**src/rtl/core/ifrc_pkg.sv**
```systemverilog
// shared types and constants of the frequency ramp control block
`timescale 1ns / 1ps
package ifrc_pkg;
  localparam int unsigned NumRegs = 8;
  localparam int unsigned RegIdxW = 3;
  localparam logic [31:0] InvTwoPiQ32 = 32'd683565276;

  typedef struct packed {
    logic               braking;
    logic               coasting;
    logic signed [31:0] angular_step;
    logic               rescale_enable;
    logic        [31:0] phase_time_in;
    logic               quit;
  } ifrc_in_t;

  typedef struct packed {
    logic        status;
    logic [31:0] control_freq;
    logic [31:0] angular_freq;
    logic [31:0] phase_time_out;
    logic        free_running;
  } ifrc_out_t;

  // controller to datapath
  typedef struct packed {
    logic load;      // capture input item and its phase time
    logic mul_start; // clamp the new angular value
    logic div_start; // form phase * old angular, start the long division
    logic div_step;  // load the dividend, or one quotient bit
    logic update;    // commit angular/control/phase
    logic ramp;      // ramp and flag update
  } ifrc_cmd_t;

  // datapath to controller
  typedef struct packed {
    logic need_div;
    logic div_done;
  } ifrc_sts_t;
endpackage

```
**src/rtl/core/ifrc_datapath.sv**
```systemverilog
// datapath: angular update, phase rescale divider, control frequency ramp
`timescale 1ns / 1ps
module ifrc_datapath import ifrc_pkg::*; #(
  parameter int unsigned FREQ_BITS = 32
) (
  input  logic                clk,
  input  logic                rst,
  input  logic                cfg_we,
  input  logic [RegIdxW-1:0]  cfg_idx,
  input  logic [31:0]         cfg_data,
  input  ifrc_in_t            item,
  input  ifrc_cmd_t           cmd,
  output ifrc_sts_t           sts,
  output ifrc_out_t           result
);
  localparam logic [32:0] FreqMax = (FREQ_BITS >= 32) ? 33'h0_FFFF_FFFF
                                    : ((33'd1 << FREQ_BITS) - 33'd1);

  logic [31:0] regs [NumRegs];
  ifrc_in_t    it;
  logic [31:0] ang, ctl, new_ang, phase;
  logic        frf;
  logic [63:0] prod, rem_q;   // dividend shifts to quotient
  logic [32:0] rem;
  logic [6:0]  cnt;
  logic [63:0] sf_prod;
  logic [31:0] sf;

  // new angular value, before the clamp
  logic signed [34:0] na;
  assign na = $signed({3'b0, ang}) + 35'(it.angular_step);

  assign sf_prod = 64'(ang) * 64'(InvTwoPiQ32);
  assign sf      = sf_prod[63:32];

  logic [33:0] trial;
  assign trial = {rem, rem_q[63]} - {2'b0, new_ang};

  assign sts.need_div = !frf && it.rescale_enable && (new_ang != '0);
  assign sts.div_done = (cnt == 7'd64);

  logic [2:0]  sel;
  logic [31:0] rate, ceil_v, c_on, c_off;
  logic [32:0] fin;
  assign sel    = {it.braking, it.coasting, 1'b0};
  assign rate   = regs[sel];
  assign ceil_v = regs[sel | 3'd1];

  // throttle on: over the ceiling snaps to the sine frequency
  assign c_on  = (frf && ctl > ceil_v) ? sf : ctl;
  // throttle off: over the ceiling clamps to it
  assign c_off = (frf && ctl > ceil_v) ? ceil_v : ctl;
  assign fin   = 33'(c_on) + 33'(rate);

  always_ff @(posedge clk) begin
    if (rst) begin
      for (int i = 0; i < NumRegs; i++) regs[i] <= '0;
      ang <= '0;
      ctl <= '0;
      frf <= 1'b0;
    end else begin
      if (cfg_we) regs[cfg_idx] <= cfg_data;
      if (cmd.load) begin
        it <= item;
        phase <= item.phase_time_in;
      end
      if (cmd.mul_start) begin
        if (na < 0) new_ang <= '0;
        else if (na > $signed({2'b0, FreqMax})) new_ang <= FreqMax[31:0];
        else new_ang <= na[31:0];
      end
      if (cmd.div_start) begin
        prod  <= 64'(phase) * 64'(ang);
        rem   <= '0;
        cnt   <= '0;
      end
      if (cmd.div_step) begin
        if (cnt == 7'd0) rem_q <= prod;
        else begin
          if (!trial[33]) begin
            rem   <= trial[32:0];
            rem_q <= {rem_q[62:0], 1'b1};
          end else begin
            rem   <= {rem[31:0], rem_q[63]};
            rem_q <= {rem_q[62:0], 1'b0};
          end
        end
        cnt <= cnt + 7'd1;
      end
      if (cmd.update && !frf) begin
        if (it.rescale_enable) begin
          if (new_ang == '0) phase <= '0;
          else phase <= (rem_q[63:32] != '0) ? '1 : rem_q[31:0];
        end
        ctl <= sf;
        ang <= new_ang;
      end
      if (cmd.ramp && !it.quit) begin
        if (!it.coasting) begin
          if (!frf) ctl <= sf;
          else if (33'(sf) <= fin) begin
            ctl <= sf;
            frf <= 1'b0;
          end else begin
            ctl <= fin[31:0];
            frf <= 1'b1;
          end
        end else begin
          ctl <= (c_off > rate) ? c_off - rate : '0;
          frf <= 1'b1;
        end
      end
    end
  end

  assign result.status         = !it.quit;
  assign result.control_freq   = ctl;
  assign result.angular_freq   = ang;
  assign result.phase_time_out = phase;
  assign result.free_running   = frf;
endmodule

```
**src/rtl/core/ifrc_ctrl.sv**
```systemverilog
// controller state machine of the frequency ramp control block
`timescale 1ns / 1ps
module ifrc_ctrl import ifrc_pkg::*; (
  input  logic      clk,
  input  logic      rst,
  input  logic      in_valid,
  output logic      in_ready,
  output logic      out_valid,
  input  logic      out_ready,
  input  ifrc_sts_t sts,
  output ifrc_cmd_t cmd
);
  typedef enum logic [2:0] {IDLE, CLAMP, DSTART, DIV, UPD, RAMP, DONE} st_t;
  st_t st;

  assign in_ready  = (st == IDLE);
  assign out_valid = (st == DONE);

  always_comb begin
    cmd = '0;
    cmd.load      = (st == IDLE) && in_valid;
    cmd.mul_start = (st == CLAMP);
    cmd.div_start = (st == DSTART);
    cmd.div_step  = (st == DIV);
    cmd.update    = (st == UPD);
    cmd.ramp      = (st == RAMP);
  end

  always_ff @(posedge clk) begin
    if (rst) begin
      st <= IDLE;
    end else begin
      unique case (st)
        IDLE:   if (in_valid) st <= CLAMP;
        CLAMP:  st <= DSTART;
        DSTART: st <= sts.need_div ? DIV : UPD;
        DIV:    if (sts.div_done) st <= UPD;
        UPD:    st <= RAMP;
        RAMP:   st <= DONE;
        DONE:   if (out_ready) st <= IDLE;
        default: st <= IDLE;
      endcase
    end
  end
endmodule

```
**src/rtl/core/inverter_frequency_ramp_control_unit.sv**
```systemverilog
// top level of the inverter frequency ramp control block
`timescale 1ns / 1ps
// one control tick per transfer: the block takes an input item; unless free
// running, it updates the sine angular frequency, clamped to zero and to the
// FREQ_BITS maximum, and if enabled rescales the phase time by old/new angular
// frequency; unless quit is set it ramps or tracks the control frequency. the
// rescale uses a restoring divider giving one quotient bit a cycle over a
// 64-bit dividend. one item is in work at a time; the result is held until
// its transfer out. configuration writes land at once.
module inverter_frequency_ramp_control_unit import ifrc_pkg::*; #(
  parameter int unsigned FREQ_BITS = 32
) (
  input  logic                clk,
  input  logic                rst,
  input  logic                cfg_we,
  input  logic [3:0]          cfg_idx,
  input  logic [31:0]         cfg_data,
  input  logic                in_valid,
  output logic                in_ready,
  input  ifrc_in_t            in_data,
  output logic                out_valid,
  input  logic                out_ready,
  output ifrc_out_t           out_data
);
  ifrc_cmd_t cmd;
  ifrc_sts_t sts;
  logic      we_ok;

  // writes beyond the last register are dropped
  assign we_ok = cfg_we && (cfg_idx < 4'(NumRegs));

  ifrc_ctrl u_ctrl (
    .clk, .rst, .in_valid, .in_ready, .out_valid, .out_ready, .sts, .cmd
  );

  ifrc_datapath #(.FREQ_BITS(FREQ_BITS)) u_dp (
    .clk, .rst, .cfg_we(we_ok), .cfg_idx(cfg_idx[RegIdxW-1:0]), .cfg_data,
    .item(in_data), .cmd, .sts, .result(out_data)
  );
endmodule

```
**config.mk**
```make
export PLATFORM = sky130hd
export DESIGN_NAME = inverter_frequency_ramp_control_unit
export DESIGN_NICKNAME = d
export VERILOG_FILES = /design/src/rtl/core/ifrc_pkg.sv /design/src/rtl/core/ifrc_datapath.sv /design/src/rtl/core/ifrc_ctrl.sv /design/src/rtl/core/inverter_frequency_ramp_control_unit.sv
export SDC_FILE = /design/constraint.sdc
export NUM_CORES = 2
export LEC_CHECK = 0
export BUFFER_PORTS_ARGS = -buffer_cell sky130_fd_sc_hd__buf_2
export CAP_MARGIN = 20
export CORE_ASPECT_RATIO = 0.6
export CORE_UTILIZATION = 59
export DETAILED_ROUTE_END_ITERATION = 10
export PLACE_DENSITY = 0.79
export SYNTH_ARGS = -nofsm -noshare
export SYNTH_HDL_FRONTEND = slang
export SYNTH_HIERARCHICAL = 1
export SYNTH_SLANG_ARGS = --single-unit
```
**constraint.sdc**
```tcl
create_clock -name clk -period 11.46 [get_ports clk]
set_input_delay 1.146 -clock clk [delete_from_list [all_inputs] [get_ports clk]]
set_output_delay 1.146 -clock clk [all_outputs]
set_load 0.05 [all_outputs]
```
# Word-level counts from Yosys, hierarchy flattened
# Memories as Yosys holds them, arrays and structs flattened. A register that Yosys moved wholly into a read port is not among the register bits.
# Cells that the tools add are included.
# classes
addsub,5
mul,2
order_cmp,6
n_eq_ne,10
n_mux,40
bitwise_logic,1
reduce_logical,23
# ops
operator,count
32-bit 2-to-1 mux,15
33-bit 2-to-1 mux,4
32-bit greater-than comparator,2
32-bit by 32-bit multiplier with 64-bit output,1
64-bit 2-to-1 mux,1
32-bit nonzero test,2
32-bit by 28-bit multiplier with 60-bit output (second input constant),1
35-bit by 33-bit greater-than comparator with 1-bit output (second input constant),1
35-bit by 1-bit < comparator with 1-bit output (second input constant),1
33-bit by 32-bit adder with 34-bit output,1
34-bit by 32-bit subtractor with 34-bit output,1
32-bit by 32-bit adder with 33-bit output,1
30-bit by 33-bit less-or-equal comparator with 1-bit output,1
32-bit zero test,1
32-bit OR reduction,1
32-bit subtractor,1
3-bit 2-to-1 mux,7
3-bit one-hot mux with 7 select lines,1
7-bit 2-to-1 mux,2
1-bit 2-to-1 mux,10
2-bit AND reduction,5
3-bit == test (second input constant),3
7-bit by 1-bit adder with 7-bit output (second input constant),1
7-bit == test (second input constant),1
12 further kinds,22
# word_totals
reg_bits,336
ram_bits,256
input_bits,109
wordCells,103
mem_count,1
# memory_table
name,words,width,read_ports,rd_ports_with_merged_regs,write_ports,line,text
u_dp.regs,8,32,2,2,8,ifrc_datapath.sv:19,logic [31:0] regs [NumRegs];

# Longest topological paths before layout
# logic_depth
depth_word,9
mapped_depth,53

# Cells and area by module
# Netlist, hierarchy kept.
# modules_own_cells
mod,n_inst,cells_each,area_each_um2,seq_area_each_um2
ifrc_datapath,1,8179,81075.3,17076.4
ifrc_ctrl,1,31,241.5,60.1
inverter_frequency_ramp_control_unit,1,1,13.8,0.0

# Worst setup path before layout
# Ideal clock, no wire load.
# synth_path
path_type,reg-to-reg
from,register u_dp.ang[5]
to,register u_dp.ctl[24]
setup_time_ns,0.136
arrival_time_ns,11.189
required_ns,11.324
path_slack_ns,0.135
path_stages_with_launch,53
synth_period_minus_slack_ns,11.325
cell_sequence,dfxtp_1 -> clkbuf_1 -> clkbuf_1 -> inv_1 -> fa_1 -> fa_1 -> inv_1 -> fa_1 -> inv_1 -> fa_1 -> inv_1 -> fa_1 -> fa_1 -> inv_1 -> fa_1 -> inv_1 -> ha_1 -> a21oi_2 -> [... 17 more ...] -> a21oi_1 -> o21ai_0 -> a21o_1 -> a21o_1 -> xor2_1 -> inv_1 -> ha_1 -> a21oi_1 -> nor2b_1 -> o21ai_0 -> nand2_1 -> a221oi_1 -> o211ai_1 -> nand4_1 -> a21oi_2 -> buf_4 -> a222oi_1 -> o32ai_1
# synth_between
elab_chain_len,8
# synth_rtl
element,line,text
from (decl),ifrc_datapath.sv:21,"logic [31:0] ang, ctl, new_ang, phase;"
from (signal assigned),ifrc_datapath.sv:96,ang <= new_ang;
32-bit by 28-bit multiplier with 60-bit output (*),ifrc_datapath.sv:33,assign sf_prod = 64'(ang) * 64'(InvTwoPiQ32);
32-bit 2-to-1 mux,ifrc_datapath.sv:50,assign c_on = (frf && ctl > ceil_v) ? sf : ctl;
32-bit by 32-bit adder with 33-bit output,ifrc_datapath.sv:53,assign fin = 33'(c_on) + 33'(rate);
30-bit by 33-bit less-or-equal comparator with 1-bit output,ifrc_datapath.sv:101,else if (33'(sf) <= fin) begin
32-bit 2-to-1 mux,ifrc_datapath.sv:101,
32-bit 2-to-1 mux,ifrc_datapath.sv:100,if (!frf) ctl <= sf;
32-bit 2-to-1 mux,ifrc_datapath.sv:99,if (!it.coasting) begin
32-bit 2-to-1 mux (*),ifrc_datapath.sv:98,if (cmd.ramp && !it.quit) begin
to (signal assigned),ifrc_datapath.sv:105,ctl <= fin[31:0];
to (signal assigned),ifrc_datapath.sv:109,ctl <= (c_off > rate) ? c_off - rate : '0;
to (decl),ifrc_datapath.sv:21,
# Every way passes the cells marked *; elsewhere a longest branch is shown, timed or not. The select of a mux whose other input is x is not followed.
# A chain may end at the register's enable or synchronous reset.

# Final worst setup path
# layout_path
from,register u_dp.ang[10]
to,register u_dp.ctl[24]
# The elaborated chain is that of the path after synthesis.

==> summary.txt <==
Power and ir drop
  • Reg power frac: 0.379
  • Combinational power share: 0.294
  • Sw Pwr: 0.00247 W
  • Pwr dens: 78.5 nW/um^2
  • Int Pwr: 0.00439 W
  • Clk pwr share: 0.326
  • Peak ir drop on the vdd network: 0.000117 V
  • Leak: 42.5 nW
  • Power, Total: between 0.006 and 0.007 W
  • Sw Share: 0.360

Worst setup path
  • Reg-to-reg setup timing slack: ~0.43 ns
  • Highest-delay cell along the critical path: fa_1
  • Setup crit end kind: register
  • R2r endpoint: u_dp/ctl[24]
  • CP peak stage delay: between 0.5 and 0.6 ns
  • Worst Setup EP: u_dp/ctl[24]
  • RR Startpoint: u_dp/ang[10]
  • R2R depth: 47
  • Critical path class: reg -> reg
  • Max Fanout on Critical Path: 7
  • Critical Path AT: ~12 ns
  • Cell mode on critical path: fa_1
  • Critical Path RT: 12.08 ns
  • Startpoint Class: register
  • Worst setup path startpoint: u_dp/ang[10]

Drt
  • Via-to-Cell Ratio: 6.03
  • 1st-iter DRT viols: 7517
  • Antenna viol nets, final: 0
  • Detailed Route WL: around 250000 um
  • WL per Instance: about 25 um
  • DR vias: between 60000 and 70000
  • DRC viols: 0
  • DRT Pass-1 Iters: 9

Timing
  • Setup Skew: about 0.046 ns
  • Least-Margin Pin Slew: ~1.2 ns
  • Endpoints failing setup: 0
  • Slew Viols, Final: 0
  • Max_slew headroom: 0.175
  • FMAX: 0.0906 GHz
  • Hold Violations, Final: 0
  • Crit share post-route: 0.963
  • Setup_tns: 0 ns
  • Post-route minimum period: around 11 ns
  • Final setup margin: 0.429 ns

Outcome
  • Status: finished, final reports clean

Final layout
  • Final core utilization: 0.639
  • FILL cells: 10753
  • Area Growth Syn to Fin: 7.51%
  • Fin nets: 10464
  • Ratio of cells with drive above 1 in the final layout: 0.0969
  • Post-route insts no fill: 10185

Clocking
  • CTS Hold Buffers Added: 0
  • Worst-path clk slew: 0.07 ns
  • Clock Latency Late Sink: 0.73 ns
  • CTS Buf Count: 67
  • TritonCTS clock tree: done
  • CTS H-tree depth: 3
  • Root cell of the clock tree: clkbuf_16
  • CTS Sinks: 594
  • CTS max path bufs: 3

Synthesis
  • Netlist Area Pre-Place: just over 80000 um^2
  • Ys Warns: 6
  • Register area share after synthesis: 0.211
  • Synthesized netlist cell count: between 8000 and 9000
  • Post-synth cell types: 100
  • Synth Flop Type: edfxtp_1
  • Post-synth ARST share: 0
  • Net Count, Synth: 10366
  • Mean Syn Cell Area: 9.91 um^2
  • Yosys reg bits: 594
  • EDFF count, synth: 524

Global routing
  • GRT overflow: 0
  • First-pass GRT wire length: 382000 um
  • Vias in the first global route: 62281
  • Largest net degree at the start of global routing: 67
  • Antenna violations before repair: 25
  • Total track usage: 0.369

Floorplanning
  • Die Area: ~140000 um^2
  • Core Region: 137000 um^2
  • Row count: 105
  • DIE WIDTH: just under 500 um
  • # IOs: 209
  • Initial Util: 0.595
  • Die Ht: 290 um

Flow run
  • Max Cap Viol: 0

Worst hold path
  • Worst min path class: reg -> reg

Placement
  • DP HPWL: 198000 um
  • GPL Wtd Cong: 1.04
  • DP Worst Slack: 0.148 ns
  • Port Buffers: ~210
  • Dpl cells: 10037
## critical path, delay by kind of cell, from the launching register on
family	cells	cell delay, ns
and+or+nand+nor	11	1.58
AOI/OAI and AO/OA	17	3.27
adders and majority gates	10	4.56
xor gates and xnor gates	2	0.45
buffers and inverters	7	0.71
DFF	1	0.37
## worst min-delay path by stage
stage | startpoint | end | cells past startpoint
after global routing | u_dp/it[67] | register | 1
final | u_dp/it[67] | register | 1
after floorplan | u_dp/it[67] | register | 1
after CTS | u_dp/it[67] | register | 1
after detailed placement | u_dp/it[67] | register | 1
after global placement | u_dp/it[67] | register | 1
## stage by stage
stage	area, um^2	hold WS, ns
after floorplan	81300	0.449
after global placement	84600	0.454
after detailed placement	84600	0.474
after CTS	86800	0.494
after global routing	87400	0.527
final	87400	0.504
## area by class of cell
| class | count | area (um^2) | share of cell area |
|---|---|---|---|
| diodes | 7 | 17.5 | 0.000200 |
| clock buffers | 81 | 1730 | 0.0198 |
| clock inverters | 38 | 474 | 0.00542 |
| inverters | 1726 | 6490 | 0.0742 |
| multi-input cells | 5527 | 56700 | 0.648 |
| flip-flops and latches | 594 | 17200 | 0.197 |
| well taps | 1819 | 2280 | 0.0260 |
| repair buffers | 393 | 2570 | 0.0294 |
## layout by cell type, fill, tap and decap left out, types with 52 or more instances in the layout
cell type	Yosys	layout
edfxtp_1	524	524
o21ai_0	249	241
clkbuf_16	0	67
xor2_1	71	69
a21oi_1	270	264
nor2_1	146	142
nand2b_1	64	64
xnor2_1	134	130
nand4_1	57	57
mux4_2	64	64
inv_1	1726	1722
buf_2	9	208
o21a_1	52	52
ha_1	783	781
and2_1	543	543
a21o_1	126	126
buf_4	6	171
mux2_2	100	100
fa_1	1263	1263
nand2_1	1047	1046
## synthesized netlist by cell type (all sizes together) (39+ instances only)
library cell  number  area (um^2)
clkbuf           337         1260
nor3              42          225
nand2b            65          414
fa              1263        25300
xnor2            137         1220
o21ai            258         1290
nand4             58          369
edfxtp           524        15700
o21a              53          399
ha               783         9800
and2             545         3410
inv             1726         6480
xor2              72          638
o21bai            39          293
mux2             100         1130
a21o             126          946
nand3             39          195
dfxtp             70         1400
nand2           1047         3930
mux4              64         1440
a21oi            276         1410
nor2b             42          270
nor2             146          548
## state kept, by name, indices dropped and copies added (netlist names), named ones only
name / flops
u_dp/ctl: 32
u_dp/new_ang: 32
u_dp/ang: 32
u_dp/rem_q: 64
u_dp/phase: 32
u_dp/regs: 256
u_dp/frf: 1
u_dp/it: 36
u_dp/cnt: 7
u_dp/rem: 33
u_dp/prod: 64
u_ctrl/st: 3
## kinds of logic after synthesis
kind of cell             after synthesis  synth area share
buffers and inverters               2090            0.0971
AO/OA/AOI/OAI                        991            0.0788
flip-flops                           594             0.211
multiplexers                         200            0.0360
AND/OR/NAND/NOR                     2080             0.123
XOR/XNOR                             209            0.0229
adder cells (fa/ha/maj)             2047             0.431
## power by group through the flow
stage,sequential (W),combinational [W],clock (W)
floorplan,0.00262,0.00123,0
global placement,0.00264,0.00186,0
detailed placement,0.00265,0.00189,0
CTS,0.00260,0.00192,0.00227
global route,0.00261,0.00217,0.00235
finish,0.00260,0.00202,0.00224
## metal layers
metal / global-route usage / part of all wire / vias to the layer above / routed length, um
met2: 0.487 / 0.39 / 4067 / 98200
met4: 0.0929 / 0.028 / 10 / 7010
met5: 0.00434 / 0.00057 / - / 144
met3: 0.155 / 0.16 / 466 / 40500
li1: - / - / 26234 / -
met1: 0.552 / 0.42 / 30596 / 107000
## what timing repair did
item	in CTS	in global routing
setup endpoints to repair	0	33
gates resized for setup	0	64
setup buffers	0	15
Note: power is estimated with default switching activity, not from simulation.
